`config.mk`:
```
export PLATFORM = sky130hd
export DESIGN_NAME = sv39_page_table_walker_unit
export DESIGN_NICKNAME = d
export VERILOG_FILES = /design/src/sv/sv39ptw_pkg.sv /design/src/sv/sv39ptw_decide.sv /design/src/sv/sv39ptw_res_queue.sv /design/src/sv/sv39_page_table_walker_unit.sv
export SDC_FILE = /design/constraint.sdc
export NUM_CORES = 2
export LEC_CHECK = 0
export ABC_AREA = 1
export BUFFER_PORTS_ARGS = -buffer_cell sky130_fd_sc_hd__buf_4
export CORE_ASPECT_RATIO = 1.75
export CORE_MARGIN = 4
export CORE_UTILIZATION = 65
export CTS_BUF_LIST = sky130_fd_sc_hd__clkbuf_8
export DETAILED_ROUTE_END_ITERATION = 8
export PLACE_DENSITY = 0.85
export SLEW_MARGIN = 20
export SYNTH_ARGS = -nofsm -noshare
export SYNTH_HDL_FRONTEND = slang
export SYNTH_HIERARCHICAL = 1
export SYNTH_SLANG_ARGS = --single-unit
```
`constraint.sdc`:
```
create_clock -name clk -period 44.1 [get_ports clk]
set_clock_uncertainty 0.05 [all_clocks]
set_input_delay 8.82 -clock clk [delete_from_list [all_inputs] [get_ports clk]]
set_output_delay 8.82 -clock clk [all_outputs]
set_load 0.01 [all_outputs]
```
`src/sv/sv39ptw_pkg.sv`:
```
// sv39ptw_pkg: types, codes and constants shared by the Sv39 page table walker
// used by sv39ptw_decide, sv39ptw_res_queue and sv39_page_table_walker_unit
package sv39ptw_pkg;

	localparam int LEVELS       = 3;
	localparam int PAGE_SHIFT   = 12;
	localparam int VPN_BITS     = 9;
	localparam int PPN_BITS     = 44;
	localparam int PADDR_BITS   = 56;
	localparam int XLEN         = 64;
	localparam int RES_DEPTH    = 4;
	localparam int IN_TDATA_W   = 136;
	localparam int OUT_TDATA_W  = 248;
	localparam int CFG_IDX_W    = 3;
	localparam int CFG_DATA_W   = 44;

	// configuration register indexes
	localparam logic [CFG_IDX_W-1:0] REG_ROOT_PPN  = 3'd0;
	localparam logic [CFG_IDX_W-1:0] REG_PRIV_MODE = 3'd1;
	localparam logic [CFG_IDX_W-1:0] REG_MPRV      = 3'd2;
	localparam logic [CFG_IDX_W-1:0] REG_PREV_MODE = 3'd3;
	localparam logic [CFG_IDX_W-1:0] REG_SUM       = 3'd4;
	localparam logic [CFG_IDX_W-1:0] REG_MXR       = 3'd5;

	// input selector
	localparam logic FUNC_REQUEST  = 1'b0;
	localparam logic FUNC_RESPONSE = 1'b1;

	// access types
	localparam logic [1:0] ACC_FETCH = 2'd0;
	localparam logic [1:0] ACC_LOAD  = 2'd1;
	localparam logic [1:0] ACC_STORE = 2'd2;
	localparam logic [1:0] ACC_RSVD  = 2'd3;

	// privilege modes
	localparam logic [1:0] MODE_USER    = 2'd0;
	localparam logic [1:0] MODE_SUPER   = 2'd1;
	localparam logic [1:0] MODE_MACHINE = 2'd3;

	// result kinds
	localparam logic [1:0] KIND_READ  = 2'd0;
	localparam logic [1:0] KIND_WRITE = 2'd1;
	localparam logic [1:0] KIND_DONE  = 2'd2;

	// fault codes
	localparam logic [1:0] FAULT_NONE  = 2'd0;
	localparam logic [1:0] FAULT_INSTR = 2'd1;
	localparam logic [1:0] FAULT_LOAD  = 2'd2;
	localparam logic [1:0] FAULT_STORE = 2'd3;

	// pte bit positions
	localparam int PTE_V = 0;
	localparam int PTE_R = 1;
	localparam int PTE_W = 2;
	localparam int PTE_X = 3;
	localparam int PTE_U = 4;
	localparam int PTE_A = 6;
	localparam int PTE_D = 7;
	localparam int PTE_PPN_LSB = 10;

	localparam logic [1:0] TOP_LEVEL = 2'(LEVELS - 1);

	typedef struct packed {
		logic [PPN_BITS-1:0] root_ppn;
		logic [1:0]          priv_mode;
		logic                mprv;
		logic [1:0]          prev_mode;
		logic                sum;
		logic                mxr;
	} cfg_t;

	typedef struct packed {
		logic                  busy;
		logic [1:0]            level;
		logic [XLEN-1:0]       held_vaddr;
		logic [1:0]            held_type;
		logic                  held_amo;
		logic                  held_ef;
		logic [PADDR_BITS-1:0] pte_addr;
	} walk_state_t;

	typedef struct packed {
		logic            func;
		logic [XLEN-1:0] vaddr;
		logic [1:0]      access_type;
		logic            is_amo;
		logic            earlier_fault;
		logic [XLEN-1:0] pte_data;
	} in_item_t;

	typedef struct packed {
		logic [1:0]            kind;
		logic [PADDR_BITS-1:0] mem_addr;
		logic [XLEN-1:0]       mem_wdata;
		logic [PADDR_BITS-1:0] page_base;
		logic [1:0]            fault_code;
		logic                  tval_to_machine;
		logic [XLEN-1:0]       fault_addr;
		logic                  last;
	} result_t;

endpackage

```
`src/sv/sv39ptw_decide.sv`:
```
// sv39ptw_decide: combinational decision for one registered input word
// depends on sv39ptw_pkg; gives the next walk state and up to two results
module sv39ptw_decide (
	input  sv39ptw_pkg::cfg_t        cfg,
	input  sv39ptw_pkg::walk_state_t st,
	input  sv39ptw_pkg::in_item_t    item,
	output sv39ptw_pkg::walk_state_t st_next,
	output logic [1:0]               res_n,
	output sv39ptw_pkg::result_t     res0,
	output sv39ptw_pkg::result_t     res1
);
	import sv39ptw_pkg::*;

	logic [XLEN-1:0]       pte;
	logic                  ifetch;
	logic                  store_acc;
	logic [1:0]            mode;
	logic                  perm_ok;
	logic                  allow;
	logic                  leaf_fault;
	logic [1:0]            fail_code;
	logic                  misalign;
	logic [PADDR_BITS-1:0] leaf_base;
	logic [VPN_BITS-1:0]   vpn_next;
	logic                  need_wb;
	logic                  is_pointer;
	result_t               fault_res;

	assign pte       = item.pte_data;
	assign ifetch    = (st.held_type == ACC_FETCH);
	assign store_acc = (st.held_type == ACC_STORE);
	assign mode      = (cfg.mprv && !ifetch) ? cfg.prev_mode : cfg.priv_mode;

	assign perm_ok = pte[PTE_V]
		&& !(mode == MODE_USER && !pte[PTE_U])
		&& !(pte[PTE_U] && mode == MODE_SUPER && (!cfg.sum || ifetch));

	assign allow = ifetch ? pte[PTE_X]
		: (st.held_type == ACC_LOAD) ? (pte[PTE_R] || (cfg.mxr && pte[PTE_X]))
		: pte[PTE_W];
	assign leaf_fault = !(perm_ok && allow);

	// amo load faults report as store faults
	assign fail_code = ifetch ? FAULT_INSTR
		: (st.held_type == ACC_LOAD) ? (st.held_amo ? FAULT_STORE : FAULT_LOAD)
		: FAULT_STORE;

	assign is_pointer = !pte[PTE_R] && !pte[PTE_X];

	always_comb begin
		unique case (st.level)
			2'd2: begin
				misalign  = |pte[27:PTE_PPN_LSB];
				leaf_base = {pte[53:28], st.held_vaddr[29:PAGE_SHIFT], {PAGE_SHIFT{1'b0}}};
				vpn_next  = st.held_vaddr[29:21];
			end
			2'd1: begin
				misalign  = |pte[18:PTE_PPN_LSB];
				leaf_base = {pte[53:19], st.held_vaddr[20:PAGE_SHIFT], {PAGE_SHIFT{1'b0}}};
				vpn_next  = st.held_vaddr[20:PAGE_SHIFT];
			end
			default: begin
				misalign  = 1'b0;
				leaf_base = {pte[53:PTE_PPN_LSB], {PAGE_SHIFT{1'b0}}};
				vpn_next  = st.held_vaddr[20:PAGE_SHIFT];
			end
		endcase
	end

	assign need_wb = !st.held_ef && (!pte[PTE_A] || (!pte[PTE_D] && store_acc));

	always_comb begin
		fault_res                 = '0;
		fault_res.kind            = KIND_DONE;
		fault_res.fault_code      = fail_code;
		fault_res.tval_to_machine = (cfg.priv_mode == MODE_MACHINE);
		fault_res.fault_addr      = st.held_vaddr;
		fault_res.last            = 1'b1;
	end

	always_comb begin
		st_next = st;
		res_n   = 2'd0;
		res0    = '0;
		res1    = '0;
		if (item.func == FUNC_REQUEST) begin
			st_next.held_vaddr = item.vaddr;
			st_next.held_type  = (item.access_type == ACC_RSVD) ? ACC_STORE : item.access_type;
			st_next.held_amo   = item.is_amo;
			st_next.held_ef    = item.earlier_fault;
			st_next.level      = TOP_LEVEL;
			st_next.busy       = 1'b1;
			st_next.pte_addr   = {cfg.root_ppn, item.vaddr[38:30], 3'b000};
			res_n              = 2'd1;
			res0.kind          = KIND_READ;
			res0.mem_addr      = {cfg.root_ppn, item.vaddr[38:30], 3'b000};
			res0.last          = 1'b1;
		end else if (st.busy) begin
			res_n = 2'd1;
			if (!pte[PTE_V]) begin
				st_next.busy = 1'b0;
				res0         = fault_res;
			end else if (is_pointer) begin
				if (st.level == 2'd0) begin
					st_next.busy = 1'b0;
					res0         = fault_res;
				end else begin
					st_next.level    = st.level - 2'd1;
					st_next.pte_addr = {pte[53:PTE_PPN_LSB], vpn_next, 3'b000};
					res0.kind        = KIND_READ;
					res0.mem_addr    = {pte[53:PTE_PPN_LSB], vpn_next, 3'b000};
					res0.last        = 1'b1;
				end
			end else if (leaf_fault || misalign) begin
				st_next.busy = 1'b0;
				res0         = fault_res;
			end else begin
				st_next.busy = 1'b0;
				if (need_wb) begin
					res_n          = 2'd2;
					res0.kind      = KIND_WRITE;
					res0.mem_addr  = st.pte_addr;
					res0.mem_wdata = pte | 64'h40 | (store_acc ? 64'h80 : 64'h0);
					res1.kind      = KIND_DONE;
					res1.page_base = leaf_base;
					res1.last      = 1'b1;
				end else begin
					res0.kind      = KIND_DONE;
					res0.page_base = st.held_ef ? '0 : leaf_base;
					res0.last      = 1'b1;
				end
			end
		end
	end

endmodule

```
`src/sv/sv39ptw_res_queue.sv`:
```
// sv39ptw_res_queue: small result queue, takes up to two results a cycle
// depends on sv39ptw_pkg for the result type
module sv39ptw_res_queue #(
	parameter int DEPTH = sv39ptw_pkg::RES_DEPTH
) (
	input  logic                 clk,
	input  logic                 arst_n,
	input  logic [1:0]           push_n,
	input  sv39ptw_pkg::result_t push0,
	input  sv39ptw_pkg::result_t push1,
	output logic                 room,
	output logic                 head_valid,
	output sv39ptw_pkg::result_t head,
	input  logic                 pop
);
	import sv39ptw_pkg::*;

	localparam int PTR_W = (DEPTH > 1) ? $clog2(DEPTH) : 1;
	localparam int CNT_W = $clog2(DEPTH + 1);

	result_t          mem [DEPTH];
	logic [PTR_W-1:0] wr_ptr_q;
	logic [PTR_W-1:0] rd_ptr_q;
	logic [CNT_W-1:0] count_q;
	logic [PTR_W-1:0] wr_ptr_1;

	function automatic logic [PTR_W-1:0] ptr_inc(input logic [PTR_W-1:0] p);
		return (p == PTR_W'(DEPTH - 1)) ? '0 : p + 1'b1;
	endfunction

	assign wr_ptr_1   = ptr_inc(wr_ptr_q);
	assign room       = (count_q <= CNT_W'(DEPTH - 2));
	assign head_valid = (count_q != '0);
	assign head       = mem[rd_ptr_q];

	always_ff @(posedge clk) begin
		if (push_n != 2'd0)
			mem[wr_ptr_q] <= push0;
		if (push_n == 2'd2)
			mem[wr_ptr_1] <= push1;
	end

	always_ff @(posedge clk or negedge arst_n) begin
		if (!arst_n) begin
			wr_ptr_q <= '0;
			rd_ptr_q <= '0;
			count_q  <= '0;
		end else begin
			if (push_n == 2'd1)
				wr_ptr_q <= wr_ptr_1;
			else if (push_n == 2'd2)
				wr_ptr_q <= ptr_inc(wr_ptr_1);
			if (pop && head_valid)
				rd_ptr_q <= ptr_inc(rd_ptr_q);
			count_q <= count_q + CNT_W'(push_n) - CNT_W'(pop && head_valid);
		end
	end

endmodule

```
`src/sv/sv39_page_table_walker_unit.sv`:
```
// sv39_page_table_walker_unit: top level of the Sv39 page table walker
// depends on sv39ptw_pkg, sv39ptw_decide and sv39ptw_res_queue
//
// A request word or a pte response word is taken into an input register; from
// there it is decided against the walk state and its one or two results go into
// a result queue, so a word can be accepted in every cycle while the queue has
// room, and the first result of a word reaches the master side through the input
// register and the result queue. The input register only moves on while the
// result queue has room for two results; with the master side always ready the
// input stalls only when walks that end in a pte write-back follow each other
// closely, since each such final step puts two results into the queue. Memory
// latency between a read request and its response sets the pace of a walk: one
// response word per level, three levels at most.
module sv39_page_table_walker_unit #(
	parameter int RES_DEPTH = sv39ptw_pkg::RES_DEPTH
) (
	input  logic                                 clk,
	input  logic                                 arst_n,
	input  logic                                 cfg_we,
	input  logic [sv39ptw_pkg::CFG_IDX_W-1:0]    cfg_index,
	input  logic [sv39ptw_pkg::CFG_DATA_W-1:0]   cfg_wdata,
	input  logic                                 s_tvalid,
	output logic                                 s_tready,
	// vaddr, access_type, is_amo, earlier_fault, pte_data, zero pad
	input  logic [sv39ptw_pkg::IN_TDATA_W-1:0]   s_tdata,
	// func
	input  logic                                 s_tuser,
	output logic                                 m_tvalid,
	input  logic                                 m_tready,
	// mem_addr, mem_wdata, page_base, fault_code, tval_to_machine, fault_addr, zero pad
	output logic [sv39ptw_pkg::OUT_TDATA_W-1:0]  m_tdata,
	// kind
	output logic [1:0]                           m_tuser,
	output logic                                 m_tlast
);
	import sv39ptw_pkg::*;

	cfg_t        cfg_q;
	walk_state_t state_q;
	walk_state_t state_next;
	logic        in_valid_s1;
	in_item_t    in_item_s1;
	logic        fire;
	logic        room;
	logic [1:0]  res_n;
	result_t     res0;
	result_t     res1;
	result_t     head;

	always_ff @(posedge clk or negedge arst_n) begin
		if (!arst_n) begin
			cfg_q.root_ppn  <= '0;
			cfg_q.priv_mode <= MODE_MACHINE;
			cfg_q.mprv      <= 1'b0;
			cfg_q.prev_mode <= MODE_USER;
			cfg_q.sum       <= 1'b0;
			cfg_q.mxr       <= 1'b0;
		end else if (cfg_we) begin
			unique case (cfg_index)
				REG_ROOT_PPN:  cfg_q.root_ppn  <= cfg_wdata[PPN_BITS-1:0];
				REG_PRIV_MODE: cfg_q.priv_mode <= cfg_wdata[1:0];
				REG_MPRV:      cfg_q.mprv      <= cfg_wdata[0];
				REG_PREV_MODE: cfg_q.prev_mode <= cfg_wdata[1:0];
				REG_SUM:       cfg_q.sum       <= cfg_wdata[0];
				REG_MXR:       cfg_q.mxr       <= cfg_wdata[0];
				default: ;
			endcase
		end
	end

	assign fire     = in_valid_s1 && room;
	assign s_tready = !in_valid_s1 || fire;

	always_ff @(posedge clk or negedge arst_n) begin
		if (!arst_n) begin
			in_valid_s1 <= 1'b0;
		end else if (s_tready) begin
			in_valid_s1 <= s_tvalid;
		end
	end

	always_ff @(posedge clk) begin
		if (s_tvalid && s_tready) begin
			in_item_s1.func          <= s_tuser;
			in_item_s1.vaddr         <= s_tdata[63:0];
			in_item_s1.access_type   <= s_tdata[65:64];
			in_item_s1.is_amo        <= s_tdata[66];
			in_item_s1.earlier_fault <= s_tdata[67];
			in_item_s1.pte_data      <= s_tdata[131:68];
		end
	end

	sv39ptw_decide u_decide (
		.cfg     (cfg_q),
		.st      (state_q),
		.item    (in_item_s1),
		.st_next (state_next),
		.res_n   (res_n),
		.res0    (res0),
		.res1    (res1)
	);

	always_ff @(posedge clk or negedge arst_n) begin
		if (!arst_n) begin
			state_q.busy       <= 1'b0;
			state_q.level      <= TOP_LEVEL;
			state_q.held_vaddr <= '0;
			state_q.held_type  <= ACC_FETCH;
			state_q.held_amo   <= 1'b0;
			state_q.held_ef    <= 1'b0;
			state_q.pte_addr   <= '0;
		end else if (fire) begin
			state_q <= state_next;
		end
	end

	sv39ptw_res_queue #(
		.DEPTH (RES_DEPTH)
	) u_res_queue (
		.clk        (clk),
		.arst_n     (arst_n),
		.push_n     (fire ? res_n : 2'd0),
		.push0      (res0),
		.push1      (res1),
		.room       (room),
		.head_valid (m_tvalid),
		.head       (head),
		.pop        (m_tready)
	);

	assign m_tuser = head.kind;
	assign m_tlast = head.last;
	assign m_tdata = {5'b0, head.fault_addr, head.tval_to_machine, head.fault_code,
		head.page_base, head.mem_wdata, head.mem_addr};

endmodule
```
After elaboration in Yosys (flattened, before gate mapping). Memories as Yosys holds them, arrays and structs flattened. Cells that the tools add are included.

Word-level logic and storage cells: 176. Output and inout bits: 253. Memories: 1. RAM bits: 984. Flip-flop bits (word level): 319. Input bits: 189.

Memory list: u_res_queue.mem (words 4, width 246, read ports 1, clocked after Yosys merged registers in 0, wr ports 2, line sv39ptw_res_queue.sv:21) `result_t mem [DEPTH];`.

Muxes and demuxes: 74. Equal/unequal tests: 21. Order comparisons: 1. Add/subtract/negate cells: 6. Bitwise operators: 2. Reductions and logical operators: 48.

Operator list (count): $mux W246 (3); $mux W56 (13); $mux W187 (1); $mux W178 (1); $mux W67 (2); $mux W120 (1); $mux W58 (2); $or A64 B8 Y64 (1); $pmux W30 S2 (1); $mux W2 (26); $mux W1 (19); $reduce_or A18 Y1 (1); $eq A2 B2 Y1 const B (8); $logic_and A1 B1 Y1 (14); $reduce_and A2 Y1 (7); $logic_not A1 Y1 (12); $mux W9 (1); $reduce_or A9 Y1 (1); $eq A2 B1 Y1 const B (4); $mux W8 (1); $add A2 B1 Y2 const B (3); $eq A3 B2 Y1 const B (2); $eq A3 B3 Y1 const B (2); $logic_not A2 Y1 (3); other kinds (15) (23).

Depth between registers and ports, before layout.
Word-level depth: 21. Depth in mapped cells: 22.

Hierarchy. Netlist, hierarchy kept.

By module, submodules not included: sv39ptw_res_queue (seq. area each 29723.5 um^2, cells an instance 5126, instances 1, area each 47859.7 um^2); sv39_page_table_walker_unit (seq. area each 8476.9 um^2, cells an instance 935, instances 1, area each 11214.5 um^2); sv39ptw_decide (seq. area each 0.0 um^2, cells an instance 1519, instances 1, area each 7394.6 um^2).

Least setup slack after synthesis. No wires, ideal clock.

Path type: register to register. Start point: reg state_q[125] (netlist bit). End point: mem u_res_queue/mem[2][0] (netlist bit), enable pin. Stages on the path, launching flop included: 15. Buffers on the path: 1. Data arrival time: 19838 ps. Setup slack: 23019 ps. Clock period less this slack: 21081 ps. Cells stage by stage: dfstp_2 inv_1 ha_1 inv_2 a21oi_2 nand2_1 nand4_1 nor2_1 o21bai_1 buf_4 inv_1 nor2_1 inv_1 ha_1 o21ai_0.

RTL lines: from (decl) (line sv39_page_table_walker_unit.sv:39) `walk_state_t state_q;`; from (signal assigned) (line sv39_page_table_walker_unit.sv:113) `state_q <= state_next;`; to (decl) (line sv39ptw_res_queue.sv:21).

Worst setup path after layout.
Start point: reg u_res_queue.rd_ptr_q[1]. End point: out m_tdata[154] (netlist bit).

Cells in the longest elaborated chain, start to end: 1.

Ends and longest elaborated chain: from (decl) (line sv39ptw_res_queue.sv:23) `logic [PTR_W-1:0] rd_ptr_q;`; from (signal assigned) (line sv39ptw_res_queue.sv:54) `rd_ptr_q <= ptr_inc(rd_ptr_q);`; $mem_v2 Z4 W246; to (decl) (line sv39_page_table_walker_unit.sv:31) `output logic [sv39ptw_pkg::OUT_TDATA_W-1:0] m_tdata,`.

No other way between the ends.

==> results by group <==
Status
  • Status: complete, no violations

Synth
  • Post-synth top area cell: edfxtp_1
  • Register area share after synthesis: 57.5%
  • Adder-Cell Fraction of Synth Area: 0.350%
  • Largest family of logic cells by synthesized area: simple AND/OR/NAND/NOR gates
  • Post-synthesis compound-gate area fraction: 14.9%
  • Top cell type's share of synthesized area: between 50% and 60%
  • Synth unique cells: 39
  • Post-Syn Area: ~66000 um2
  • Synth Area per Inst: 8.77 um2
  • Multiplexer area fraction after synthesis: 0%
  • FF+latch count, synth: 1303
  • Simple-gate area share of the yosys netlist: roughly 18%
  • YS warnings: 6
  • Mapped Cells: 7580
  • Top cells by area, synth: edfxtp_1 (50%), o21ai_0 (12%), nand2_1 (10%), dfrtp_1 (6.9%), nor2_1 (5.3%)
  • Post-Synth XOR/XNOR Area: 0.0132%

Layout
  • Cell area after layout: approximately 72000 um2
  • Area Growth Syn to Fin: 8.71%
  • Layout cells sized above 1: 10.3%
  • Fin util: 71.4%
  • Non-filler instance count after layout: 9185
  • Final nets: 7901

Power
  • PwrDens: between 60 and 70 nW/um2
  • Static leakage: 27.7 nW
  • Total power: 4.50 mW
  • VDD IR max: approximately 0.057 mV

Worst setup path
  • R2r worst-path depth: 18
  • Startpoint types: flop
  • Req. time, crit path: 35.23 ns
  • Crit path capture type: output port
  • Worst r2r src: state_q[125]
  • Critical path class: reg -> out
  • Critical path launch point: u_res_queue/rd_ptr_q[1]
  • CP Capture Point: m_tdata[154]
  • R2r setup slk: 35.14 ns
  • Worst r2r dst: u_res_queue/mem[2][76]
  • Max FO, Critical Path: 143
  • Critical path arrival: 5.04 ns

Floorplanning
  • Starting Density: between 60 and 70%
  • # rows: 154
  • Die Span Y: 431 um
  • Die area: 108000 um2
  • Core area: 101000 um2
  • I/O pins: 442
  • DIE WIDTH: 250 um

Timing
  • Min cycle time layout: 13.91 ns
  • RSZ-0062 raised after global routing: false
  • Hold Slack: 0.422 ns
  • Final Setup Violations: 0
  • Worst-Margin Slew: 1.21 ns
  • Fmax: ~72 MHz
  • Tcrit/Tclk final: 31.5%
  • Final Max Tran Viols: 0
  • Final hold vios: 0
  • Slew HR: 19.2%
  • Final WS setup: 30.19 ns
  • Setup TNS: 0 ns

CTS
  • Root Driver: clkbuf_8
  • Hold Buf Count CTS: 0
  • CTS tree: built
  • Worst-path clk slew: about 0.06 ns
  • CTS H-Tree Depth: 4
  • Cts repair resizes: 0
  • Clk sink count: 1303
  • Skew-Pair Late Insertion Delay: about 0.93 ns
  • Post-CTS setup buffers: 0
  • CTS Buf Count: 183
  • Maximum root-to-sink buffer count: 3

Placed design
  • Cell total after placement: ~9000
  • GPL Wtd Cong: 0.896
  • Post-detail-place hpwl: 120000 um
  • Placed instance area: 68600 um2
  • # port buffers: approximately 430
  • Post-place setup slack: 31.31 ns

Min path
  • Worst hold path class: reg -> reg

Run
  • Max_cap viols: 0

Route
  • First-pass detailed-route iteration total: 7
  • Via count: 56000
  • Via-per-instance ratio: approximately 6
  • DR iter-0 viols: 7420
  • DR WL/cell: 21.8 um
  • Post-route ant nets: 0
  • # DRC: 0
  • Detailed Route WL: 200000 um

Global route
  • Vias in the first global route: 53300
  • Initial antenna violation count: 11
  • Largest net degree at the start of global routing: 222
  • Global Route Usage Sum: 35.9%
  • Global route overflow: 0
  • First-pass GRT wire length: 298000 um
## state kept, by name, indices dropped and copies added (netlist names)
signal                flops
u_res_queue/wr_ptr_q      2
u_res_queue/rd_ptr_q      2
u_res_queue/mem         984
state_q                 127
in_item_s1              133
cfg_q                    51
in_valid_s1               1
u_res_queue/count_q       3
## logic make-up after synthesis
| family | after synthesis |
|---|---|
| xor+xnor | 1 |
| flops | 1303 |
| compound gates | 1949 |
| simple gates | 3104 |
| fa+ha+maj | 18 |
| other cells | 2 |
| buf+inv | 1203 |
## report_power, final
| part | switching, mW | total [mW] | internal (mW) | leakage (nW) |
|---|---|---|---|---|
| Sequential | 0.112 | 1.74 | 1.63 | 12.9 |
| Clock | 0.478 | 0.955 | 0.477 | 2.08 |
| Combinational | 1.28 | 1.81 | 0.530 | 12.7 |
| Total | 1.87 | 4.50 | 2.63 | 27.7 |
## layout make-up
class / count / area [um2]
flip-flops and latches: 1303 / 38200
clock inverters: 141 / 895
multi-input cells: 5289 / 23300
fillers: 7287 / 28900
repair buffers: 503 / 3820
well taps: 1326 / 1660
diodes: 8 / 20.0
clock buffers: 201 / 2770
inverters: 414 / 1580
## worst min path at each step
stage / end / startpoint / slack (ns) / cells after the start
floorplan: cfg_q[1] / cfg_q[1] / 0.39 / 2
global placement: state_q[47] / state_q[47] / 0.40 / 2
detailed placement: state_q[37] / state_q[37] / 0.41 / 2
CTS: cfg_q[7] / cfg_q[7] / 0.42 / 2
global route: cfg_q[6] / cfg_q[6] / 0.44 / 2
finish: cfg_q[7] / cfg_q[7] / 0.42 / 2
## cell usage after synthesis (all sizes together)
cell / instances
o31ai: 1
xnor2: 1
dfstp: 3
o211ai: 44
o21bai: 1
a21oi: 84
clkinv: 1
nor2: 948
ha: 17
buf: 484
a22oi: 15
dfrtp: 183
nand3: 243
nor3: 3
edfxtp: 1117
nand2: 1861
fa: 1
conb: 2
o21ai: 1800
nand4: 47
clkbuf: 305
inv: 413
a21boi: 4
or2: 2
## critical path, stage by stage (launching register included)
cell and delay (ns):
dfrtp_1 0.46, inv_8 0.61, buf_4 0.92, buf_4 0.77, o21ai_0 0.20, o21ai_1 0.63, buf_4 0.24
## per-layer routing
layer | global-route usage [%] | wire (um) | vias up | part of all wire (%)
met5 | 0 | 37 | - | 0.018
met4 | 26.9 | 17500 | 6 | 8.7
met3 | 9.55 | 25600 | 780 | 13
met2 | 57.5 | 93000 | 4121 | 46
met1 | 41.5 | 64000 | 25800 | 32
li1 | - | - | 25300 | -
## layout by cell type (no fill, tap or decap), types with 32 or more instances in the layout
master,Yosys,final
nand2_1,1853,1849
o21ai_0,1608,1603
edfxtp_1,1117,1117
nor2_1,943,942
buf_4,261,499
inv_1,403,455
nand3_1,242,242
conb_1,2,217
clkbuf_8,0,201
o21ai_1,192,193
dfrtp_1,183,181
a21oi_1,83,81
nand4_1,46,46
o211ai_1,44,44
clkinv_2,0,32
Power figures use the tool's default switching activity.
